`src/rtl/fms_pkg.sv`:
```
// Package for the fuzzy match scorer: widths, limits, configuration codes,
// shared types and small character helper functions.
// No dependencies; every other file of the block imports it.
package fms_pkg;

    // Query and text limits.
    localparam int QUERY_CHARS  = 16;
    localparam int QPOS_W       = 5;
    localparam int RUN_W        = 4;
    localparam int SCORE_W      = 12;
    localparam int COUNT_W      = 13;
    localparam int OUT_W        = 11;
    localparam int CHAR_W       = 8;
    localparam int CFG_DATA_W   = 64;
    localparam int CFG_INDEX_W  = 2;
    localparam int PTS_W        = 7;

    localparam logic [RUN_W-1:0]   RUN_MAX   = '1;
    localparam logic [SCORE_W-1:0] SCORE_MAX = '1;
    localparam logic [COUNT_W-1:0] COUNT_MAX = '1;
    localparam logic [OUT_W-1:0]   OUT_MAX   = '1;

    // Scoring constants.
    localparam logic [PTS_W-1:0]   PTS_BASE     = 7'd10;
    localparam logic [PTS_W-1:0]   PTS_BOUNDARY = 7'd20;
    localparam logic [OUT_W-1:0]   SCORE_EXACT  = 11'd1000;
    localparam logic [OUT_W-1:0]   SCORE_EMPTY  = 11'd1;
    localparam logic [OUT_W-1:0]   SCORE_NONE   = 11'd0;
    localparam logic [COUNT_W-1:0] BONUS_END    = 13'd50;

    // Boundary characters.
    localparam logic [CHAR_W-1:0] CH_SLASH     = 8'h2F;
    localparam logic [CHAR_W-1:0] CH_BACKSLASH = 8'h5C;
    localparam logic [CHAR_W-1:0] CH_SPACE     = 8'h20;
    localparam logic [CHAR_W-1:0] CH_UNDERLINE = 8'h5F;
    localparam logic [CHAR_W-1:0] CH_DOT       = 8'h2E;
    localparam logic [CHAR_W-1:0] CH_UPPER_A   = 8'h41;
    localparam logic [CHAR_W-1:0] CH_UPPER_Z   = 8'h5A;
    localparam logic [CHAR_W-1:0] CASE_OFFSET  = 8'h20;

    // Configuration register indexes.
    typedef enum logic [CFG_INDEX_W-1:0] {
        CFG_QUERY_LOW    = 2'd0,
        CFG_QUERY_HIGH   = 2'd1,
        CFG_QUERY_LENGTH = 2'd2
    } cfg_index_t;

    // Query as seen by the scoring core.
    typedef struct packed {
        logic [CFG_DATA_W-1:0] chars_low;
        logic [CFG_DATA_W-1:0] chars_high;
        logic [QPOS_W-1:0]     length;
    } query_cfg_t;

    // One registered text item.
    typedef struct packed {
        logic [CHAR_W-1:0] text_char;
        logic              text_end;
        logic              no_char;
    } text_item_t;

    // ASCII lower-case fold.
    function automatic logic [CHAR_W-1:0] lower_ascii(input logic [CHAR_W-1:0] c);
        logic [CHAR_W-1:0] r;
        begin
            r = c;
            if (c >= CH_UPPER_A && c <= CH_UPPER_Z)
            begin
                r = c + CASE_OFFSET;
            end
            return r;
        end
    endfunction

    // True for characters that start a new word.
    function automatic logic is_boundary(input logic [CHAR_W-1:0] c);
        return (c == CH_SLASH) || (c == CH_BACKSLASH) || (c == CH_SPACE)
            || (c == CH_UNDERLINE) || (c == CH_DOT);
    endfunction

    // Pick query byte idx out of the two configuration words.
    function automatic logic [CHAR_W-1:0] query_byte(
        input logic [CFG_DATA_W-1:0] low,
        input logic [CFG_DATA_W-1:0] high,
        input logic [3:0]            idx
    );
        logic [CFG_DATA_W-1:0] word;
        begin
            word = idx[3] ? high : low;
            return word[{idx[2:0], 3'b000} +: CHAR_W];
        end
    endfunction

endpackage

```
`src/rtl/fms_text_if.sv`:
```
// Stream interface for text items entering the fuzzy match scorer.
// Depends on fms_pkg for field widths.
interface fms_text_if;
    import fms_pkg::*;

    logic              valid;
    logic              ready;
    logic [CHAR_W-1:0] text_char;
    logic              text_end;
    logic              no_char;

    modport source (output valid, output text_char, output text_end, output no_char,
                    input ready);
    modport sink   (input valid, input text_char, input text_end, input no_char,
                    output ready);
endinterface

```
`src/rtl/fms_score_if.sv`:
```
// Stream interface for scores leaving the fuzzy match scorer.
// Depends on fms_pkg for field widths.
interface fms_score_if;
    import fms_pkg::*;

    logic             valid;
    logic             ready;
    logic [OUT_W-1:0] match_score;

    modport source (output valid, output match_score, input ready);
    modport sink   (input valid, input match_score, output ready);
endinterface

```
`src/rtl/fms_cfg_regs.sv`:
```
// Configuration registers of the fuzzy match scorer: query bytes and length.
// Depends on fms_pkg; feeds fms_core through a query_cfg_t struct.
module fms_cfg_regs
    import fms_pkg::*;
(
    input  logic                   clk,
    input  logic                   rst_n,
    input  logic                   cfg_we,
    input  logic [CFG_INDEX_W-1:0] cfg_index,
    input  logic [CFG_DATA_W-1:0]  cfg_data,
    output query_cfg_t             query
);

    logic [CFG_DATA_W-1:0] chars_low_reg;
    logic [CFG_DATA_W-1:0] chars_high_reg;
    logic [QPOS_W-1:0]     length_reg;

    // Register writes; an index past the list is ignored.
    always_ff @(posedge clk or negedge rst_n)
    begin
        if (!rst_n)
        begin
            chars_low_reg  <= '0;
            chars_high_reg <= '0;
            length_reg     <= '0;
        end
        else if (cfg_we)
        begin
            unique case (cfg_index_t'(cfg_index))
                CFG_QUERY_LOW:    chars_low_reg  <= cfg_data;
                CFG_QUERY_HIGH:   chars_high_reg <= cfg_data;
                CFG_QUERY_LENGTH: length_reg     <= cfg_data[QPOS_W-1:0];
                default:          ;
            endcase
        end
    end

    // Lengths above the query capacity are clamped.
    always_comb
    begin
        query.chars_low  = chars_low_reg;
        query.chars_high = chars_high_reg;
        if (length_reg > QPOS_W'(QUERY_CHARS))
        begin
            query.length = QPOS_W'(QUERY_CHARS);
        end
        else
        begin
            query.length = length_reg;
        end
    end

endmodule

```
`src/rtl/fms_core.sv`:
```
// Per-text match state and the combinational scoring step of the fuzzy
// match scorer. Depends on fms_pkg; driven by the input stage of the top level.
module fms_core
    import fms_pkg::*;
(
    input  logic             clk,
    input  logic             rst_n,
    input  logic             step,
    input  text_item_t       item,
    input  query_cfg_t       query,
    output logic [OUT_W-1:0] score
);

    logic [QPOS_W-1:0]  query_pos_reg,      query_pos_next;
    logic [RUN_W-1:0]   run_length_reg,     run_length_next;
    logic [SCORE_W-1:0] running_score_reg,  running_score_next;
    logic [COUNT_W-1:0] leftover_count_reg, leftover_count_next;
    logic [COUNT_W-1:0] char_index_reg,     char_index_next;
    logic [CHAR_W-1:0]  prev_char_reg,      prev_char_next;
    logic               exact_reg,          exact_next;
    logic               ended_reg,          ended_next;

    // State after taking the character, before an end of text clears it.
    logic [QPOS_W-1:0]  qpos_t;
    logic [RUN_W-1:0]   run_t;
    logic [SCORE_W-1:0] rscore_t;
    logic [COUNT_W-1:0] left_t;
    logic [COUNT_W-1:0] cidx_t;
    logic               exact_t;
    logic               ended_t;

    logic [CHAR_W-1:0]  c;
    logic [CHAR_W-1:0]  q_exact;
    logic [CHAR_W-1:0]  q_next;
    logic [PTS_W-1:0]   pts;
    logic [SCORE_W:0]   score_sum;
    logic [COUNT_W-1:0] with_bonus;
    logic [OUT_W-1:0]   final_s;

    assign c       = item.text_char;
    assign q_exact = query_byte(query.chars_low, query.chars_high, char_index_reg[3:0]);
    assign q_next  = query_byte(query.chars_low, query.chars_high, query_pos_reg[3:0]);

    // Points for a match: base, run bonus and word-start bonus.
    always_comb
    begin
        pts = PTS_BASE + PTS_W'({3'b000, run_length_reg} << 2) + PTS_W'(run_length_reg);
        if (char_index_reg == '0 || is_boundary(prev_char_reg))
        begin
            pts = pts + PTS_BOUNDARY;
        end
        score_sum = {1'b0, running_score_reg} + (SCORE_W+1)'(pts);
    end

    // Take one character into the match state.
    always_comb
    begin
        qpos_t   = query_pos_reg;
        run_t    = run_length_reg;
        rscore_t = running_score_reg;
        left_t   = leftover_count_reg;
        cidx_t   = char_index_reg;
        exact_t  = exact_reg;
        ended_t  = ended_reg;
        if (!item.no_char)
        begin
            if (char_index_reg >= COUNT_W'(query.length) || q_exact != c)
            begin
                exact_t = 1'b0;
            end
            if (query_pos_reg < query.length)
            begin
                if (lower_ascii(c) == lower_ascii(q_next))
                begin
                    rscore_t = score_sum[SCORE_W] ? SCORE_MAX : score_sum[SCORE_W-1:0];
                    if (run_length_reg != RUN_MAX)
                    begin
                        run_t = run_length_reg + 1'b1;
                    end
                    qpos_t  = query_pos_reg + 1'b1;
                    ended_t = 1'b1;
                end
                else
                begin
                    run_t   = '0;
                    ended_t = 1'b0;
                end
            end
            else
            begin
                if (leftover_count_reg != COUNT_MAX)
                begin
                    left_t = leftover_count_reg + 1'b1;
                end
                ended_t = 1'b0;
            end
            if (char_index_reg != COUNT_MAX)
            begin
                cidx_t = char_index_reg + 1'b1;
            end
        end
    end

    // Final score of the text from the updated state.
    always_comb
    begin
        with_bonus = COUNT_W'(rscore_t) + BONUS_END;
        final_s    = SCORE_NONE;
        priority if (query.length == '0)
        begin
            final_s = SCORE_EMPTY;
        end
        else if (exact_t && cidx_t == COUNT_W'(query.length))
        begin
            final_s = SCORE_EXACT;
        end
        else if (qpos_t < query.length)
        begin
            final_s = SCORE_NONE;
        end
        else if (ended_t)
        begin
            final_s = (with_bonus > COUNT_W'(OUT_MAX)) ? OUT_MAX : with_bonus[OUT_W-1:0];
        end
        else if (COUNT_W'(rscore_t) > left_t)
        begin
            if (rscore_t - SCORE_W'(left_t) > SCORE_W'(OUT_MAX))
            begin
                final_s = OUT_MAX;
            end
            else
            begin
                final_s = OUT_W'(rscore_t - SCORE_W'(left_t));
            end
        end
        else
        begin
            final_s = SCORE_EMPTY;
        end
    end

    assign score = final_s;

    // Next state: the end of a text returns everything to its reset values.
    always_comb
    begin
        query_pos_next      = query_pos_reg;
        run_length_next     = run_length_reg;
        running_score_next  = running_score_reg;
        leftover_count_next = leftover_count_reg;
        char_index_next     = char_index_reg;
        prev_char_next      = prev_char_reg;
        exact_next          = exact_reg;
        ended_next          = ended_reg;
        if (step)
        begin
            if (item.text_end)
            begin
                query_pos_next      = '0;
                run_length_next     = '0;
                running_score_next  = '0;
                leftover_count_next = '0;
                char_index_next     = '0;
                prev_char_next      = '0;
                exact_next          = 1'b1;
                ended_next          = 1'b0;
            end
            else
            begin
                query_pos_next      = qpos_t;
                run_length_next     = run_t;
                running_score_next  = rscore_t;
                leftover_count_next = left_t;
                char_index_next     = cidx_t;
                prev_char_next      = item.no_char ? prev_char_reg : c;
                exact_next          = exact_t;
                ended_next          = ended_t;
            end
        end
    end

    // Match state registers.
    always_ff @(posedge clk or negedge rst_n)
    begin
        if (!rst_n)
        begin
            query_pos_reg      <= '0;
            run_length_reg     <= '0;
            running_score_reg  <= '0;
            leftover_count_reg <= '0;
            char_index_reg     <= '0;
            prev_char_reg      <= '0;
            exact_reg          <= 1'b1;
            ended_reg          <= 1'b0;
        end
        else
        begin
            query_pos_reg      <= query_pos_next;
            run_length_reg     <= run_length_next;
            running_score_reg  <= running_score_next;
            leftover_count_reg <= leftover_count_next;
            char_index_reg     <= char_index_next;
            prev_char_reg      <= prev_char_next;
            exact_reg          <= exact_next;
            ended_reg          <= ended_next;
        end
    end

`ifndef SYNTHESIS
    // A finished text leaves the match state cleared.
    a_end_clears: assert property (@(posedge clk) disable iff (!rst_n)
        step && item.text_end |=> query_pos_reg == '0 && exact_reg && char_index_reg == '0)
        else $error("match state not cleared after end of text");

    // A run of consecutive matches never exceeds the matched query characters.
    a_run_bound: assert property (@(posedge clk) disable iff (!rst_n)
        COUNT_W'(run_length_reg) <= COUNT_W'(query_pos_reg))
        else $error("run length exceeds query position");

    // Ending on a match requires at least one matched character.
    a_ended_pos: assert property (@(posedge clk) disable iff (!rst_n)
        ended_reg |-> query_pos_reg != '0)
        else $error("ended on match with no matched character");

    // The state holds when no item is taken.
    a_hold: assert property (@(posedge clk) disable iff (!rst_n)
        !step |=> $stable(query_pos_reg) && $stable(char_index_reg)
                  && $stable(running_score_reg))
        else $error("match state changed without an item");
`endif

endmodule

```
`src/rtl/fuzzy_match_scorer.sv`:
```
// Top level of the fuzzy match scorer: input register, scoring core and
// result register. Depends on fms_pkg, fms_text_if, fms_score_if, fms_cfg_regs, fms_core.
//
//   Channel    Dir  Transfer payload                   Notes
//   text_in    in   text_char, text_end, no_char       one character per transfer
//   score_out  out  match_score                        one transfer per ended text
//   cfg_*      in   cfg_index, cfg_data on cfg_we      write only, no wait
//
// One item per cycle sustained while score_out does not stall; the item that ends
// a text passes the input register, then its score the result register.
// The scoring step is one pass of compare and small add logic in fms_core.
// Reset (rst_n low, asynchronous) clears the query, the match state and both valids.
// A held result stalls the input register, which stalls text_in only when full.
module fuzzy_match_scorer
    import fms_pkg::*;
(
    input  logic                   clk,
    input  logic                   rst_n,
    fms_text_if.sink               text_in,
    fms_score_if.source            score_out,
    input  logic                   cfg_we,
    input  logic [CFG_INDEX_W-1:0] cfg_index,
    input  logic [CFG_DATA_W-1:0]  cfg_data
);

    query_cfg_t       query;
    text_item_t       item_reg;
    logic             item_valid_reg;
    logic [OUT_W-1:0] score_reg;
    logic             score_valid_reg;
    logic [OUT_W-1:0] core_score;
    logic             advance;
    logic             step;

    fms_cfg_regs u_cfg (
        .clk       (clk),
        .rst_n     (rst_n),
        .cfg_we    (cfg_we),
        .cfg_index (cfg_index),
        .cfg_data  (cfg_data),
        .query     (query)
    );

    fms_core u_core (
        .clk   (clk),
        .rst_n (rst_n),
        .step  (step),
        .item  (item_reg),
        .query (query),
        .score (core_score)
    );

    // The stage advances whenever the result register is free or being taken.
    assign advance       = !score_valid_reg || score_out.ready;
    assign step          = item_valid_reg && advance;
    assign text_in.ready = !item_valid_reg || advance;

    // Input register.
    always_ff @(posedge clk or negedge rst_n)
    begin
        if (!rst_n)
        begin
            item_valid_reg <= 1'b0;
        end
        else if (text_in.ready)
        begin
            item_valid_reg <= text_in.valid;
        end
    end

    always_ff @(posedge clk)
    begin
        if (text_in.ready && text_in.valid)
        begin
            item_reg.text_char <= text_in.text_char;
            item_reg.text_end  <= text_in.text_end;
            item_reg.no_char   <= text_in.no_char;
        end
    end

    // Result register.
    always_ff @(posedge clk or negedge rst_n)
    begin
        if (!rst_n)
        begin
            score_valid_reg <= 1'b0;
        end
        else if (advance)
        begin
            score_valid_reg <= step && item_reg.text_end;
        end
    end

    always_ff @(posedge clk)
    begin
        if (step && item_reg.text_end)
        begin
            score_reg <= core_score;
        end
    end

    assign score_out.valid       = score_valid_reg;
    assign score_out.match_score = score_reg;

`ifndef SYNTHESIS
    // A new score only comes from an item that ended a text.
    a_score_source: assert property (@(posedge clk) disable iff (!rst_n)
        $rose(score_valid_reg) |-> $past(step && item_reg.text_end))
        else $error("score produced without an end of text");

    // A stalled input register keeps its item.
    a_item_hold: assert property (@(posedge clk) disable iff (!rst_n)
        item_valid_reg && !advance |=> item_valid_reg && $stable(item_reg))
        else $error("stalled item lost or changed");

    // The input side is only blocked by a full input register behind a held result.
    a_ready_cause: assert property (@(posedge clk) disable iff (!rst_n)
        !text_in.ready |-> item_valid_reg && score_valid_reg)
        else $error("input blocked without a stall");
`endif

endmodule

```
`src/flat_wrapper.sv`:
```
// flat-port wrapper written by rule: the top's interface ports become plain ports
module fuzzy_match_scorer_flat import fms_pkg::*;
  (clk, rst_n, cfg_we, cfg_index, cfg_data, text_in_valid, text_in_text_char, text_in_text_end, text_in_no_char, text_in_ready, score_out_valid, score_out_match_score, score_out_ready);
  fms_text_if text_in_i ();
  fms_score_if score_out_i ();
  input  logic clk;
  input  logic rst_n;
  input  logic cfg_we;
  input  logic [CFG_INDEX_W-1:0] cfg_index;
  input  logic [CFG_DATA_W-1:0] cfg_data;
  input wire logic [$bits(text_in_i.valid)-1:0] text_in_valid;
  input wire logic [$bits(text_in_i.text_char)-1:0] text_in_text_char;
  input wire logic [$bits(text_in_i.text_end)-1:0] text_in_text_end;
  input wire logic [$bits(text_in_i.no_char)-1:0] text_in_no_char;
  output wire logic [$bits(text_in_i.ready)-1:0] text_in_ready;
  output wire logic [$bits(score_out_i.valid)-1:0] score_out_valid;
  output wire logic [$bits(score_out_i.match_score)-1:0] score_out_match_score;
  input wire logic [$bits(score_out_i.ready)-1:0] score_out_ready;
  assign text_in_i.valid = text_in_valid;
  assign text_in_i.text_char = text_in_text_char;
  assign text_in_i.text_end = text_in_text_end;
  assign text_in_i.no_char = text_in_no_char;
  assign text_in_ready = text_in_i.ready;
  assign score_out_valid = score_out_i.valid;
  assign score_out_match_score = score_out_i.match_score;
  assign score_out_i.ready = score_out_ready;
  fuzzy_match_scorer u_core (.clk(clk), .rst_n(rst_n), .text_in(text_in_i), .score_out(score_out_i), .cfg_we(cfg_we), .cfg_index(cfg_index), .cfg_data(cfg_data));
endmodule
```
`config.mk`:
```
export PLATFORM = sky130hd
export DESIGN_NAME = fuzzy_match_scorer_flat
export DESIGN_NICKNAME = d
export VERILOG_FILES = /design/src/rtl/fms_pkg.sv /design/src/rtl/fms_text_if.sv /design/src/rtl/fms_score_if.sv /design/src/rtl/fms_cfg_regs.sv /design/src/rtl/fms_core.sv /design/src/rtl/fuzzy_match_scorer.sv /design/src/flat_wrapper.sv
export SDC_FILE = /design/constraint.sdc
export NUM_CORES = 1
export LEC_CHECK = 0
export BUFFER_PORTS_ARGS = -buffer_cell sky130_fd_sc_hd__buf_2
export CAP_MARGIN = 10
export CORE_MARGIN = 5
export CORE_UTILIZATION = 45
export DETAILED_ROUTE_END_ITERATION = 10
export GPL_TIMING_DRIVEN = 0
export HOLD_SLACK_MARGIN = 0.1
export PLACE_DENSITY_LB_ADDON = 0.3
export RECOVER_POWER = 50
export SYNTH_ARGS = -nofsm -noshare
export SYNTH_HDL_FRONTEND = slang
export SYNTH_HIERARCHICAL = 1
export SYNTH_SLANG_ARGS = --single-unit
```
`constraint.sdc`:
```
create_clock -name clk -period 8.33 [get_ports clk]
set_input_delay 0.833 -clock clk [delete_from_list [all_inputs] [get_ports clk]]
set_output_delay 0.833 -clock clk [all_outputs]
set_load 0.01 [all_outputs]
```
[Word-level counts from Yosys, hierarchy flattened]
Cells that the tools add are included.
Widths: inputs -> output; s select.
Storage, ports and cells
  bits in registers: 213
  output and inout bits: 13
  word-level logic and storage cells: 130
Operators by class
  add/sub/neg operators: 12
  magnitude comparators: 11
  equality and inequality tests: 15
  shifts and indexed selects: 2
  multiplexer cells: 46
  reductions and logical operators: 26
Operator list (number)
  $mux 64: 2
  $shiftx 64x7->8: 2
  $mux 13: 7
  $mux 8: 8
  $mux 12: 5
  $mux 11: 4
  $add 13x1->13 const B: 2
  $ne 13x13->1 const B: 2
  $mux 5: 5
  $eq 8x6->1 const B: 3
  $mux 10: 2
  $mux 4: 5
  $add 8x6->8 const B: 2
  $eq 8x7->1 const B: 2
  $ge 8x7->1 const B: 2
  $le 8x7->1 const B: 2
  $add 12x6->13 const B: 1
  $add 12x7->13: 1
  $eq 13x5->1: 1
  $ge 13x5->1: 1
  $gt 12x13->1: 1
  $gt 13x11->1 const B: 1
  $logic_not 13->1: 1
  $gt 12x11->1 const B: 1
  26 further kinds: 49

[Longest topological paths before layout]
Gate-level depths: netlist of the first run.
  word-level depth: 19
  mapped depth: 36
  depth with buffers taken out: 35

[Hierarchy]
The synthesis of the first run kept the hierarchy.
Modules (own cells, without submodules)
  fms_core: times used 1, cells each 854, area each 7855.0 um^2
  fms_cfg_regs: times used 1, cells each 288, area each 5388.9 um^2
  fuzzy_match_scorer: times used 1, cells each 31, area each 742.0 um^2

[Worst setup path before layout of the first run]
No wires, ideal clock.
  path kind: register to register
  from: register u_core.u_core.char_index_reg[0]
  to: register u_core.score_reg[4] (netlist: u_core/score_out.match_score[4]), data pin
  library setup time: 0.258 ns
  arrival: 6.906 ns
  required time: 8.072 ns
  path slack: 1.166 ns
  stages on the path, launching flop included: 35
  path through: dfrtp_1 clkbuf_1 clkbuf_1 buf_1 inv_1 ha_1 nand3_1 o21ai_0 xor2_1 ha_1 a21o_1 a21oi_1 o21bai_1 a21oi_1 o21bai_1 nand3_1 nor2_1 nor2_1 nor2_1 a21oi_1 inv_1 ha_1 nor2b_1 o21ai_0 a21oi_1 o21ai_0 a21oi_1 o21ai_0 a21oi_1 o21a_1 or4b_2 o211ai_1 clkbuf_1 a21oi_1 o221a_2
Between the ends
  word-level cells in the longest chain between the ends: 13
  elaborated cells between the ends (all ways): 30
  those cells by class: add/sub (4); order compare (4); eq/ne (3); shift (1); mux (13); reduce/logical (5)
Ends and longest elaborated chain
  from (decl): RTL line fms_core.sv:18  | logic [COUNT_W-1:0] char_index_reg, char_index_next;
  from (signal assigned): RTL line fms_core.sv:202  | char_index_reg <= char_index_next;
  $logic_not 13->1: RTL line fms_core.sv:48  | if (char_index_reg == '0 || is_boundary(prev_char_reg))
  $logic_or 1x1->1: RTL line fms_core.sv:48
  $mux 7: RTL line fms_core.sv:48
  $add 12x7->13: RTL line fms_core.sv:52  | score_sum = {1'b0, running_score_reg} + (SCORE_W+1)'(pts);
  $mux 12: RTL line fms_core.sv:75  | rscore_t = score_sum[SCORE_W] ? SCORE_MAX : score_sum[SCORE_W-1:0];
  $mux 12: RTL line fms_core.sv:73  | if (lower_ascii(c) == lower_ascii(q_next))
  $mux 12: RTL line fms_core.sv:71  | if (query_pos_reg < query.length)
  $mux 12: RTL line fms_core.sv:65  | if (!item.no_char)
  $sub 12x12->12: RTL line fms_core.sv:133  | final_s = OUT_W'(rscore_t - SCORE_W'(left_t));
  $gt 12x11->1: RTL line fms_core.sv:127  | if (rscore_t - SCORE_W'(left_t) > SCORE_W'(OUT_MAX))
  $mux 11: RTL line fms_core.sv:127
  $mux 11: RTL line fms_core.sv:125  | else if (COUNT_W'(rscore_t) > left_t)
  $mux 11: RTL line fms_core.sv:121  | else if (ended_t)
  to (signal assigned): RTL line fuzzy_match_scorer.sv:98  | score_reg <= core_score;
  to (decl): RTL line fuzzy_match_scorer.sv:29  | logic [OUT_W-1:0] score_reg;
Several ways; a longest one is shown, not always the timed one.
A chain may end at the register's enable or synchronous reset.

[Worst setup path after layout of the first run]
  from: register u_core.u_core.query_pos_reg[0]
  to: register u_core.score_reg[1] (netlist: u_core/score_out.match_score[1]), data pin
Between the ends
  word-level cells in the longest chain between the ends: 15
  elaborated cells between the ends (all ways): 33
  those cells by class: add/sub (4); order compare (7); eq/ne (1); shift (1); mux (18); reduce/logical (2)
Ends and longest elaborated chain
  from (decl): RTL line fms_core.sv:14  | logic [QPOS_W-1:0] query_pos_reg, query_pos_next;
  from (signal assigned): RTL line fms_core.sv:198  | query_pos_reg <= query_pos_next;
  $shiftx 64x7->8: RTL line fms_pkg.sv:90  | return word[{idx[2:0], 3'b000} +: CHAR_W];
  $ge 8x7->1 / $le 8x7->1 (equally long branches): RTL line fms_pkg.sv:67  | if (c >= CH_UPPER_A && c <= CH_UPPER_Z)
  $logic_and 1x1->1: RTL line fms_pkg.sv:67
  $mux 8: RTL line fms_pkg.sv:67
  $mux 8: RTL line fms_core.sv:71
  $mux 8: RTL line fms_core.sv:65
  $eq 8x8->1: RTL line fms_core.sv:73
  $mux 12: RTL line fms_core.sv:73
  $mux 12: RTL line fms_core.sv:71
  $mux 12: RTL line fms_core.sv:65
  $sub 12x12->12: RTL line fms_core.sv:133
  $gt 12x11->1: RTL line fms_core.sv:127
  $mux 11: RTL line fms_core.sv:127
  $mux 11: RTL line fms_core.sv:125
  $mux 11: RTL line fms_core.sv:121
Several ways; a longest one is shown, not always the timed one. The select of a mux whose other input is x is not followed.

==> results of run 1 <==
## worst reg2reg max path, delay by kind of cell, from the launching register on
family | cells | cell delay, ns
fa+ha+maj | 2 | 0.67
simple gates | 4 | 1.40
flops | 1 | 0.41
mux | 3 | 1.07
buf+inv | 6 | 1.83
compound gates | 13 | 2.12
## per-stage QoR
step	total power, µW	hold slack [ns]	util (%)	std cells	TNS (ns)
floorplan	2470	0.471	-	1173	0
global placement	2830	0.485	48.7	1662	-11.31
detailed placement	2860	0.491	48.9	1663	-12.08
CTS	3990	0.273	51.6	1707	0
global route	4160	0.455	50.6	1706	0
finish	3940	0.481	50.6	1706	0
## power breakdown
part	internal [µW]	switching [µW]	leakage, µW	total (µW)
clock	659	446	0.000412	1110
combinational	695	779	0.00342	1470
sequential	1220	140	0.00258	1360
total	2570	1360	0.00641	3940
## logic make-up after synthesis
family | after synthesis
DFF | 213
and+or+nand+nor | 277
AOI/OAI and AO/OA | 215
adders and majority gates | 51
xor gates and xnor gates | 66
muxes | 239
buffers and inverters | 112
## path summary, 6_finish.rpt
kind,start,end,cells past startpoint
setup / recovery,u_core/u_core/query_pos_reg[0],u_core/score_out.match_score[1],28
hold / removal,text_in_text_end,u_core/item_reg[1],1
setup reg to reg,u_core/u_core/query_pos_reg[0],u_core/score_out.match_score[1],28
hold reg to reg,u_core/u_core/exact_reg,u_core/u_core/exact_reg,2
max in group asynchronous,rst_n,u_core/u_core/leftover_count_reg[7],2
min in group asynchronous,rst_n,u_core/u_cfg/chars_high_reg[55],1
## layer usage
layer / share of wire [%] / routed length (µm) / up-vias
li1: - / - / 4655
met1: 45 / 16800 / 5094
met2: 46 / 17200 / 294
met3: 6.0 / 2250 / 64
met4: 2.9 / 1070 / 0
met5: 0 / 0 / -
## cell type report
| class | count | area [µm²] | area share (%) |
|---|---|---|---|
| multi-input combinational | 848 | 7720 | 49.8 |
| sequential | 213 | 5440 | 35.1 |
| clock inverter | 6 | 73.8 | 0.476 |
| buffer | 63 | 380 | 2.45 |
| clock buffer | 39 | 759 | 4.90 |
| tap | 396 | 495 | 3.19 |
| inverter | 47 | 176 | 1.14 |
| timing repair buffer | 94 | 465 | 3.00 |
## cells in the final DEF, fill, tap and decap left out, drive strengths merged, types with 6 or more instances in the layout
| cell type | synthesis | layout |
|---|---|---|
| a21o | 8 | 8 |
| o2bb2ai | 29 | 29 |
| mux2 | 139 | 139 |
| nor3 | 23 | 23 |
| o22ai | 9 | 9 |
| ha | 48 | 48 |
| inv | 47 | 48 |
| and2 | 7 | 7 |
| xnor2 | 42 | 42 |
| mux2i | 25 | 25 |
| nor4 | 6 | 6 |
| nor2 | 65 | 65 |
| xor2 | 24 | 24 |
| a22oi | 16 | 16 |
| nand3 | 39 | 39 |
| nand2 | 60 | 60 |
| nand3b | 8 | 8 |
| a22o | 12 | 12 |
| edfxtp | 21 | 21 |
| nand4 | 11 | 11 |
| clkbuf | 37 | 91 |
| mux4 | 75 | 75 |
| nor2b | 15 | 15 |
| o21ai | 33 | 33 |
| o21bai | 7 | 7 |
| dfrtp | 191 | 191 |
| buf | 28 | 105 |
| nand2b | 16 | 16 |
| a31oi | 7 | 7 |
| o31ai | 6 | 6 |
| a21oi | 57 | 57 |
==> results.md, run 1 <==
- Outcome: finished, violations left
- Failing checks: max-capacitance violations, max-slew violations
- Hold Path Class: in2reg
- Most common cell in the netlist: dfrtp_1
- Residual DRC: 0
- RSZ-0062 raised after global routing: no
- Worst-path clk slew: 0.06 ns
- I/O Pins: 94
- Post-Syn Instances: 1,173
- Share of post-route cells with drive strength above 1: 25.1%
- First-pass GRT wire length: 59,100 µm
- CP max FO: 10
- Post-synth top area share: 34.2%
- CTS tree: done
- Final worst slack: 0.578 ns
- Post-synth EDFFs: 21
- Synth Register Bits: 213
- Max-slew violation count: between 150 and 200
- Simple-gate area share of the yosys netlist: 10.3%
- CTS Hold Bufs: 0
- P&R area growth vs syn: 10.9%
- Leakage power: 0.00641 µW
- Asr flop ratio synth: 90.1%
- Max Freq: 0.129 GHz
- Complex-gate fraction of the synthesized area: 10.3%
- Resized cells post-CTS: 12
- Setup WS pre-CTS: -1.18 ns
- Clock skew: 0.0170 ns
- Post-Synth Adder-Cell Area: 4.72%
- Arrival time at the worst endpoint: 8.00 ns
- Final setup fails: 0
- Worst Path Required: 8.58 ns
- Critical Path Most Common Cell: o21ai_0
- Pin count of the biggest net entering global routing: 119
- Mux cell area share after synthesis: 27.0%
- Top Family by Delay on Critical Path: compound AO/OA/AOI/OAI gates
- Initial Util: 45.6%
- N_diodes: 0
- Period Utilization, post-route: 93.1%
- Crit-path max cell delay: 0.62 ns
- Period minus WS final: 7.75 ns
- Die area: 34,700 µm²
- Cell Area, Synth: 14,000 µm²
- Gr ovfl total: 0
- Worst Setup End Kind: register
- Total CTS buffers: 25
- Worst-margin pin slew: 3.94 ns
- Antenna-violating nets left: 0
- Worst path bufs/invs: 6
- Initial antenna violation count: 0
- Die Wd: 186 µm
- Top post-synthesis cells by area: dfrtp_1, mux4_2, mux2_4
- Synth Area in XOR/XNOR: about 4.1%
- Site Rows: 64
- Area post-placement: 15,000 µm²
- GRT busiest layer: met2
- Syn Nets: 1,305
- Root buf cell: clkbuf_16
- Die Y: 186 µm
- Worst Setup Start Kind: register
- Initial drt markers: 850
- HPWL after DPL: 27,800 µm
- Worst rel slew slack: -163%
- Met1 Use GR: a little under a third
- Post-layout nets: 1,424
- R2R Setup Slk: 0.58 ns
- DR pass1 iterations: 6
- DR vias: 10,100
- Synth Flop Type: dfrtp_1
- Vias in the first global route: slightly above 10,000
- All-Layer GR Usage: about 22%
- IO buf count: 93
- Top cells by instance count after synthesis: dfrtp_1, mux2_2, mux4_2
- Cell taking the most area after synthesis: dfrtp_1
- Met2 Track Usage GR: ~34%
- Max-cap violation count: 2
- TritonCTS Sinks: 213
- Hold Fails Final Rpt: 0
- Mean cell area of the mapped netlist: 11.9 µm²
- Setup bufs post-CTS: 0
- Post-route cell area: 15,500 µm²
- Post-synthesis sequential area ratio: 38.9%
- Worst-skew pair later-pin latency: 0.54 ns
- Main combinational cell family by area after synthesis: multiplexers
- Longest Clk Path Bufs: 3
- Peak VDD IR: 0.153 mV
- Gpl congestion: 0.921
- Met3 GRT Util: 3.77%
- Critical path class: reg2reg
- Core Footprint: slightly above 30,000 µm²
- WL final: 37,300 µm
- Library cells used by synthesis: 77
- Crit-path slowest cell: or4b_2
- Power Dens Cells: 254 nW/µm²
- Post-DR wirelength/cell: between 20 and 25 µm
- Yosys warning count: 6
- CTS H-tree depth: 1
- Via-to-Cell Ratio: about 5.9
- Layout fillers: 2,734
Power figures use the tool's default switching activity.
==> inputs of run 2 (changes only) <==
CTS_CLUSTER_DIAMETER = 150   (was unset)
RECOVER_POWER = 25   (was 50)
==> run 2 against run 1 <==
Against the previous run:
- the run still ends with max-capacitance violations, max-slew violations left
- first-iteration DRC count shrank 5.3%
- non-clock buffer count unchanged
- clock power barely moved
- die area unchanged
- via count about the same
- design area up 2.0%
- setup slack better by 0.0057 ns
- final cell count did not move
- largest cell class unchanged
- largest power group unchanged
==> results.md, run 2 (same netlist as run 1, synthesis figures left out) <==
- Crit-path max cell delay: 0.62 ns (about the same)
- Worst Path Required: 8.58 ns (about the same)
- Most common library cell in the layout ignoring fill and taps: dfrtp_1
- First-pass GRT wire length: 59,100 µm (unchanged)
- CP max FO: 10 (unchanged)
- Antenna-violating nets left: 0 (unchanged)
- Initial drt markers: 805 (-5.3%)
- Hold EP: u_core/item_reg[1]
- Worst-path clk slew: 0.06 ns (about the same)
- Period minus WS final: 7.75 ns (-0.00572 ns)
- Critical path class: reg2reg
- Die Wd: 186 µm (unchanged)
- Gpl congestion: 0.921 (unchanged)
- Commonest cells after routing, fill and taps aside: dfrtp_1, buf_2, mux2_2, mux4_2, mux2_4
- Die area: 34,700 µm² (unchanged)
- Outcome: finished, violations left
- DR pass1 iterations: 5 (-1)
- All-Layer GR Usage: 21.7% (unchanged)
- Power Dens Cells: 252 nW/µm² (-0.75%)
- Leakage power: 0.00673 µW (+5.0%)
- Longest Clk Path Bufs: 3 (unchanged)
- WL final: 37,200 µm (-0.17%)
- Failing checks: max-capacitance violations, max-slew violations
- Setup WS pre-CTS: -1.18 ns (unchanged)
- Hold Fails Final Rpt: 0 (unchanged)
- Worst Setup Start Kind: register
- Layout Cells excl Fill: 1,706 (unchanged)
- Core Footprint: 30,700 µm² (unchanged)
- Root buf cell: clkbuf_16
- Arrival time at the worst endpoint: 7.99 ns (about the same)
- Post-DR wirelength/cell: 21.8 µm (-0.17%)
- IO buf count: 93 (unchanged)
- Critical Path Most Common Cell: o21ai_0
- Worst-margin pin slew: 4.08 ns (+0.145 ns)
- Period Utilization, post-route: 93.0% (about the same)
- Max Freq: 0.129 GHz (about the same)
- Layout fillers: 2,660 (-2.7%)
- Peak VDD IR: 0.155 mV (+1.6%)
- HPWL after DPL: 27,800 µm (unchanged)
- Worst R2R Start: u_core/u_core/query_pos_reg[0]
- P&R area growth vs syn: 13.1%
- Setup bufs post-CTS: 0 (unchanged)
- Pin count of the biggest net entering global routing: 119 (unchanged)
- CTS tree: done
- Final setup fails: 0 (unchanged)
- Site Rows: 64 (unchanged)
- Max-cap violation count: 1 (-1)
- I/O Pins: 94 (unchanged)
- CTS H-tree depth: 1 (unchanged)
- Die Y: 186 µm (unchanged)
- Share of post-route cells with drive strength above 1: 29.5% (+4.4 points)
- Reg2reg end: u_core/score_out.match_score[1]
- Crit-path slowest cell: or4b_2
- Design Power: 3980 µW (+1.2%)
- Gr ovfl total: 0 (unchanged)
- R2R Setup Slk: 0.58 ns (about the same)
- RSZ-0062 raised after global routing: no
- Initial antenna violation count: 0 (unchanged)
- WHS: 0.480 ns (-0.000920 ns)
- DR vias: 10,100 (+0.079%)
- Cells on Worst Hold Path: 1 (unchanged)
- DP Cell Count: 1,663 (unchanged)
- Min-delay src: text_in_text_end
- Worst rel slew slack: -172% (-9.6 points)
- Vias in the first global route: 10,300 (unchanged)
- Initial Util: 45.6% (unchanged)
- Residual DRC: 0 (unchanged)
- Worst-skew pair later-pin latency: 0.54 ns (about the same)
- FF-to-FF path depth: 28 (unchanged)
- N_diodes: 0 (unchanged)
- Max-slew violation count: 75 (-62%)
- TritonCTS Sinks: 213 (unchanged)
- Clock skew: 0.0154 ns (-0.00161 ns)
- Hold Path Class: in2reg
- Total CTS buffers: 25 (unchanged)
- Post-layout nets: 1,424 (unchanged)
- Via-to-Cell Ratio: 5.93 (about the same)
- Worst Setup End Kind: register
- Final worst slack: 0.584 ns (+0.00572 ns)
## run 2: repair_timing
action,in CTS,in global routing
hold buffers,0,0
setup endpoints to repair,11,11
gates resized for setup,12,22
## run 2: cell type report
type	instances	area, µm²	share of cell area, %
inverters	47	176	1.12
flip-flops and latches	213	5440	34.4
repair buffers	94	488	3.09
plain buffers	63	462	2.92
well taps	396	495	3.13
clock inverters	6	73.8	0.467
multi-input cells	848	7920	50.1
clock buffers	39	759	4.80
## run 2: per-layer routing
layer | track usage [%] | vias up | wire length [µm]
met5 | 0 | - | 0
met4 | 6.24 | 0 | 1050
met3 | 3.77 | 64 | 2500
met2 | 34.3 | 334 | 17300
met1 | 31.2 | 5071 | 16400
li1 | - | 4646 | -
## run 2: power breakdown
group          switching, µW  internal (µW)  total (µW)
clock                    447            659        1110
sequential               142           1220        1360
combinational            778            738        1520
## run 2: stage by stage
| stage | util, % | cell area, µm² | setup TNS, ns |
|---|---|---|---|
| floorplan | - | 14000 | 0 |
| global placement | 48.7 | 14900 | -11.31 |
| detailed placement | 48.9 | 15000 | -12.08 |
| CTS | 51.6 | 15800 | 0 |
| global route | 51.6 | 15800 | 0 |
| finish | 51.6 | 15800 | 0 |
## run 2: worst max path at each step
stage / startpoint / endpoint / slack (ns) / depth (start not counted)
after floorplan: u_core/u_core/char_index_reg[0] / u_core/score_out.match_score[4] / 1.17 / 34
after global placement: u_core/u_core/char_index_reg[0] / u_core/score_out.match_score[4] / -1.10 / 34
after detailed placement: u_core/u_core/char_index_reg[0] / u_core/score_out.match_score[4] / -1.18 / 34
after CTS: u_core/u_core/query_pos_reg[3] / u_core/score_out.match_score[4] / 0.006 / 27
after global routing: u_core/u_core/query_pos_reg[0] / u_core/score_out.match_score[1] / 0.02 / 28
final: u_core/u_core/query_pos_reg[0] / u_core/score_out.match_score[1] / 0.58 / 28
## run 2: critical path: cells and delay by family (launching register included)
family | cells | cell delay (ns)
AOI/OAI and AO/OA | 13 | 2.11
adders and majority gates | 2 | 0.66
buffers and inverters | 6 | 1.82
DFF | 1 | 0.40
muxes | 3 | 1.07
and+or+nand+nor | 4 | 1.39
==> inputs of run 3 (changes only) <==
CORE_ASPECT_RATIO = 1.2   (was unset)
SETUP_SLACK_MARGIN = 0.5   (was unset)
SLEW_MARGIN = 20   (was unset)
==> run 3 against run 2 <==
Against the previous run:
- the flow still finishes with violations (max-capacitance violations, max-slew violations)
- wire length fell by 0.21%
- die area barely moved
- sequential cell count did not move
- hold slack improved by 0.0079 ns
- non-clock buffer count rose by 6
- clock skew fell by 0.0011 ns
==> results.md, run 3 (same netlist as run 1, synthesis figures left out) <==
- DR pass1 iterations: 5 (unchanged)
- Residual DRC: 0 (unchanged)
- Worst Path Required: 8.60 ns (+0.02 ns)
- CTS H-tree depth: 1 (unchanged)
- Worst-skew pair later-pin latency: 0.52 ns (-0.02 ns)
- Worst rel slew slack: -162% (+9.7 points)
- Most common library cell in the layout ignoring fill and taps: dfrtp_1
- Worst Setup Start Kind: register
- Setup TNS: 0 ns (unchanged)
- Longest Clk Path Bufs: 3 (unchanged)
- Met1 Use GR: 26.5% (-4.7 points)
- N_diodes: 0 (unchanged)
- Core Footprint: 30,600 µm² (-0.33%)
- Antenna-violating nets left: 0 (unchanged)
- Max-slew violation count: 107 (+43%)
- CTS tree: done
- Worst-path clk slew: 0.06 ns (about the same)
- CTS Hold Bufs: 0 (unchanged)
- Worst Setup End Kind: register
- Gr ovfl total: 0 (unchanged)
- Final core occ: 52.1% (+0.53 points)
- Period Utilization, post-route: 88.9% (-4.1 points)
- FF-to-FF path depth: 25 (-11%)
- Max-cap violation count: 2 (+1)
- Max Freq: 0.135 GHz (+4.6%)
- Post-layout nets: 1,429 (+0.35%)
- Pin count of the biggest net entering global routing: 89 (-25%)
- Hold Fails Final Rpt: 0 (unchanged)
- Outcome: finished, violations left
- Post-DR wirelength/cell: 21.7 µm (-0.45%)
- Period minus WS final: 7.41 ns (-0.338 ns)
- Share of post-route cells with drive strength above 1: 30.7% (+1.2 points)
- I/O Pins: 94 (unchanged)
- First-pass GRT wire length: 58,700 µm (-0.67%)
- Root buf cell: clkbuf_16
- Die Y: 203 µm (+9.0%)
- HPWL after DPL: 27,800 µm (-0.20%)
- Cells on Worst Hold Path: 1 (unchanged)
- Worst-margin pin slew: 3.94 ns (-0.145 ns)
- Min-delay src: text_in_text_char[4]
- Commonest cells after routing, fill and taps aside: dfrtp_1, buf_2, mux2_2, mux4_2, mux2_4
- P&R area growth vs syn: 13.8%
- Vias in the first global route: 10,500 (+1.4%)
- Met3 GRT Util: 3.04% (-0.73 points)
- Hold Path Class: in2reg
- IO buf count: 93 (unchanged)
- RSZ-0062 raised after global routing: no
- Failing checks: max-capacitance violations, max-slew violations
- Met2 Track Usage GR: 38.9% (+4.6 points)
- CP max FO: 10 (unchanged)
- Worst R2R Start: u_core/u_core/query_pos_reg[0]
- WHS: 0.488 ns (+0.00788 ns)
- TritonCTS Sinks: 213 (unchanged)
- R2R Setup Slk: 0.92 ns (+0.34 ns)
- Arrival time at the worst endpoint: 7.68 ns (-0.31 ns)
- Leakage power: 0.00679 µW (+0.97%)
- Initial drt markers: 618 (-23%)
- All-Layer GR Usage: 21.5% (-0.29 points)
- Power Dens Cells: 250 nW/µm² (-0.75%)
- Via-to-Cell Ratio: 5.94 (+0.21%)
- Total CTS buffers: 24 (-4.0%)
- Initial Util: 45.8% (+0.15 points)
- Peak VDD IR: 0.214 mV (+38%)
- DR vias: 10,200 (+0.44%)
- Final setup fails: 0 (unchanged)
- Site Rows: 70 (+9.4%)
- Critical path class: reg2reg
- Hold EP: u_core/item_reg[6]
- Layout fillers: 2,678 (+0.68%)
- Die Wd: 171 µm (-8.2%)
- Reg2reg end: u_core/score_out.match_score[4]
- GRT busiest layer: met2
- Gpl congestion: 0.910 (-1.3%)
- WL final: 37,200 µm (-0.21%)
- Clock skew: 0.0143 ns (-0.00111 ns)
- Initial antenna violation count: 0 (unchanged)
- Die area: 34,700 µm² (about the same)
==> run 3: cell types whose count changed in the layout (fill, tap and decap cells not counted), sizes merged <==
| cell | delta |
|---|---|
| inv | -1 |
| clkbuf | -5 |
| bufinv | +2 |
| buf | +8 |
==> run 3: what timing repair did <==
item,4_1_cts,5_1_grt
setup endpoints to repair,11,11
pin swaps,0,1
setup buffers,0,3
resized for setup,19,27
==> run 3: critical path, cell delays in order, from the launching register on <==
cell      delay (ns)
dfrtp_1         0.41
clkbuf_1        0.60
mux4_2          0.43
a22oi_1         0.29
a21oi_1         0.10
nand4b_1        0.25
nor4_4          0.44
nand2_1         0.17
nor4_4          0.29
buf_4           0.18
nand2_2         0.11
clkbuf_2        0.27
clkbuf_2        0.25
clkbuf_4        0.24
o21ai_0         0.61
ha_1            0.40
o21ai_1         0.13
a21oi_1         0.10
o21ai_1         0.16
a21oi_1         0.11
o21a_1          0.20
or4b_2          0.61
o211ai_1        0.15
buf_2           0.25
a21oi_1         0.09
o221a_2         0.29
==> run 3: metrics by stage <==
stage / cells / worst slack (ns) / power [µW] / instance area, µm²
6_report: 1710 / 0.922 / 3980 / 15900
5_1_grt: 1710 / 0.520 / 4210 / 15900
4_1_cts: 1707 / 0.522 / 3980 / 15900
3_5_place_dp: 1664 / -0.846 / 2850 / 15000
3_3_place_gp: 1662 / -0.789 / 2810 / 14900
2_1_floorplan: 1173 / 1.17 / 2470 / 14000
==> run 3: how the worst max path moves through the flow <==
stage                                         start                              end  depth (start not counted)
detailed placement  u_core/u_core/char_index_reg[0]  u_core/score_out.match_score[0]                         34
finish               u_core/u_core/query_pos_reg[0]  u_core/score_out.match_score[4]                         25
CTS                 u_core/u_core/char_index_reg[0]  u_core/score_out.match_score[4]                         33
global route         u_core/u_core/query_pos_reg[3]  u_core/score_out.match_score[1]                         27
global placement    u_core/u_core/char_index_reg[0]  u_core/score_out.match_score[0]                         34
floorplan           u_core/u_core/char_index_reg[0]  u_core/score_out.match_score[4]                         34
==> run 3: per-layer routing <==
metal | vias to the layer above | wire length [µm]
li1 | 4669 | -
met1 | 5172 | 14900
met2 | 260 | 19600
met3 | 59 | 1610
met4 | 0 | 1070
met5 | - | 0
==> run 3: final cells by class <==
class                   instances  area [µm²]  share of cell area (%)
clock buffers                  36         717                    4.50
inverters                      47         176                    1.11
repair buffers                 98         517                    3.25
flip-flops and latches        213        5440                    34.2
multi-input cells             848        7960                    50.0
clock inverters                 7         110                   0.692
plain buffers                  65         509                    3.20
well taps                     396         495                    3.11
==> run 3: power by group <==
| group | internal (µW) | switching (µW) | leakage (µW) |
|---|---|---|---|
| clock network | 684 | 432 | 0.000409 |
| registers | 1220 | 141 | 0.00258 |
| logic | 743 | 763 | 0.00381 |
| total | 2650 | 1340 | 0.00679 |
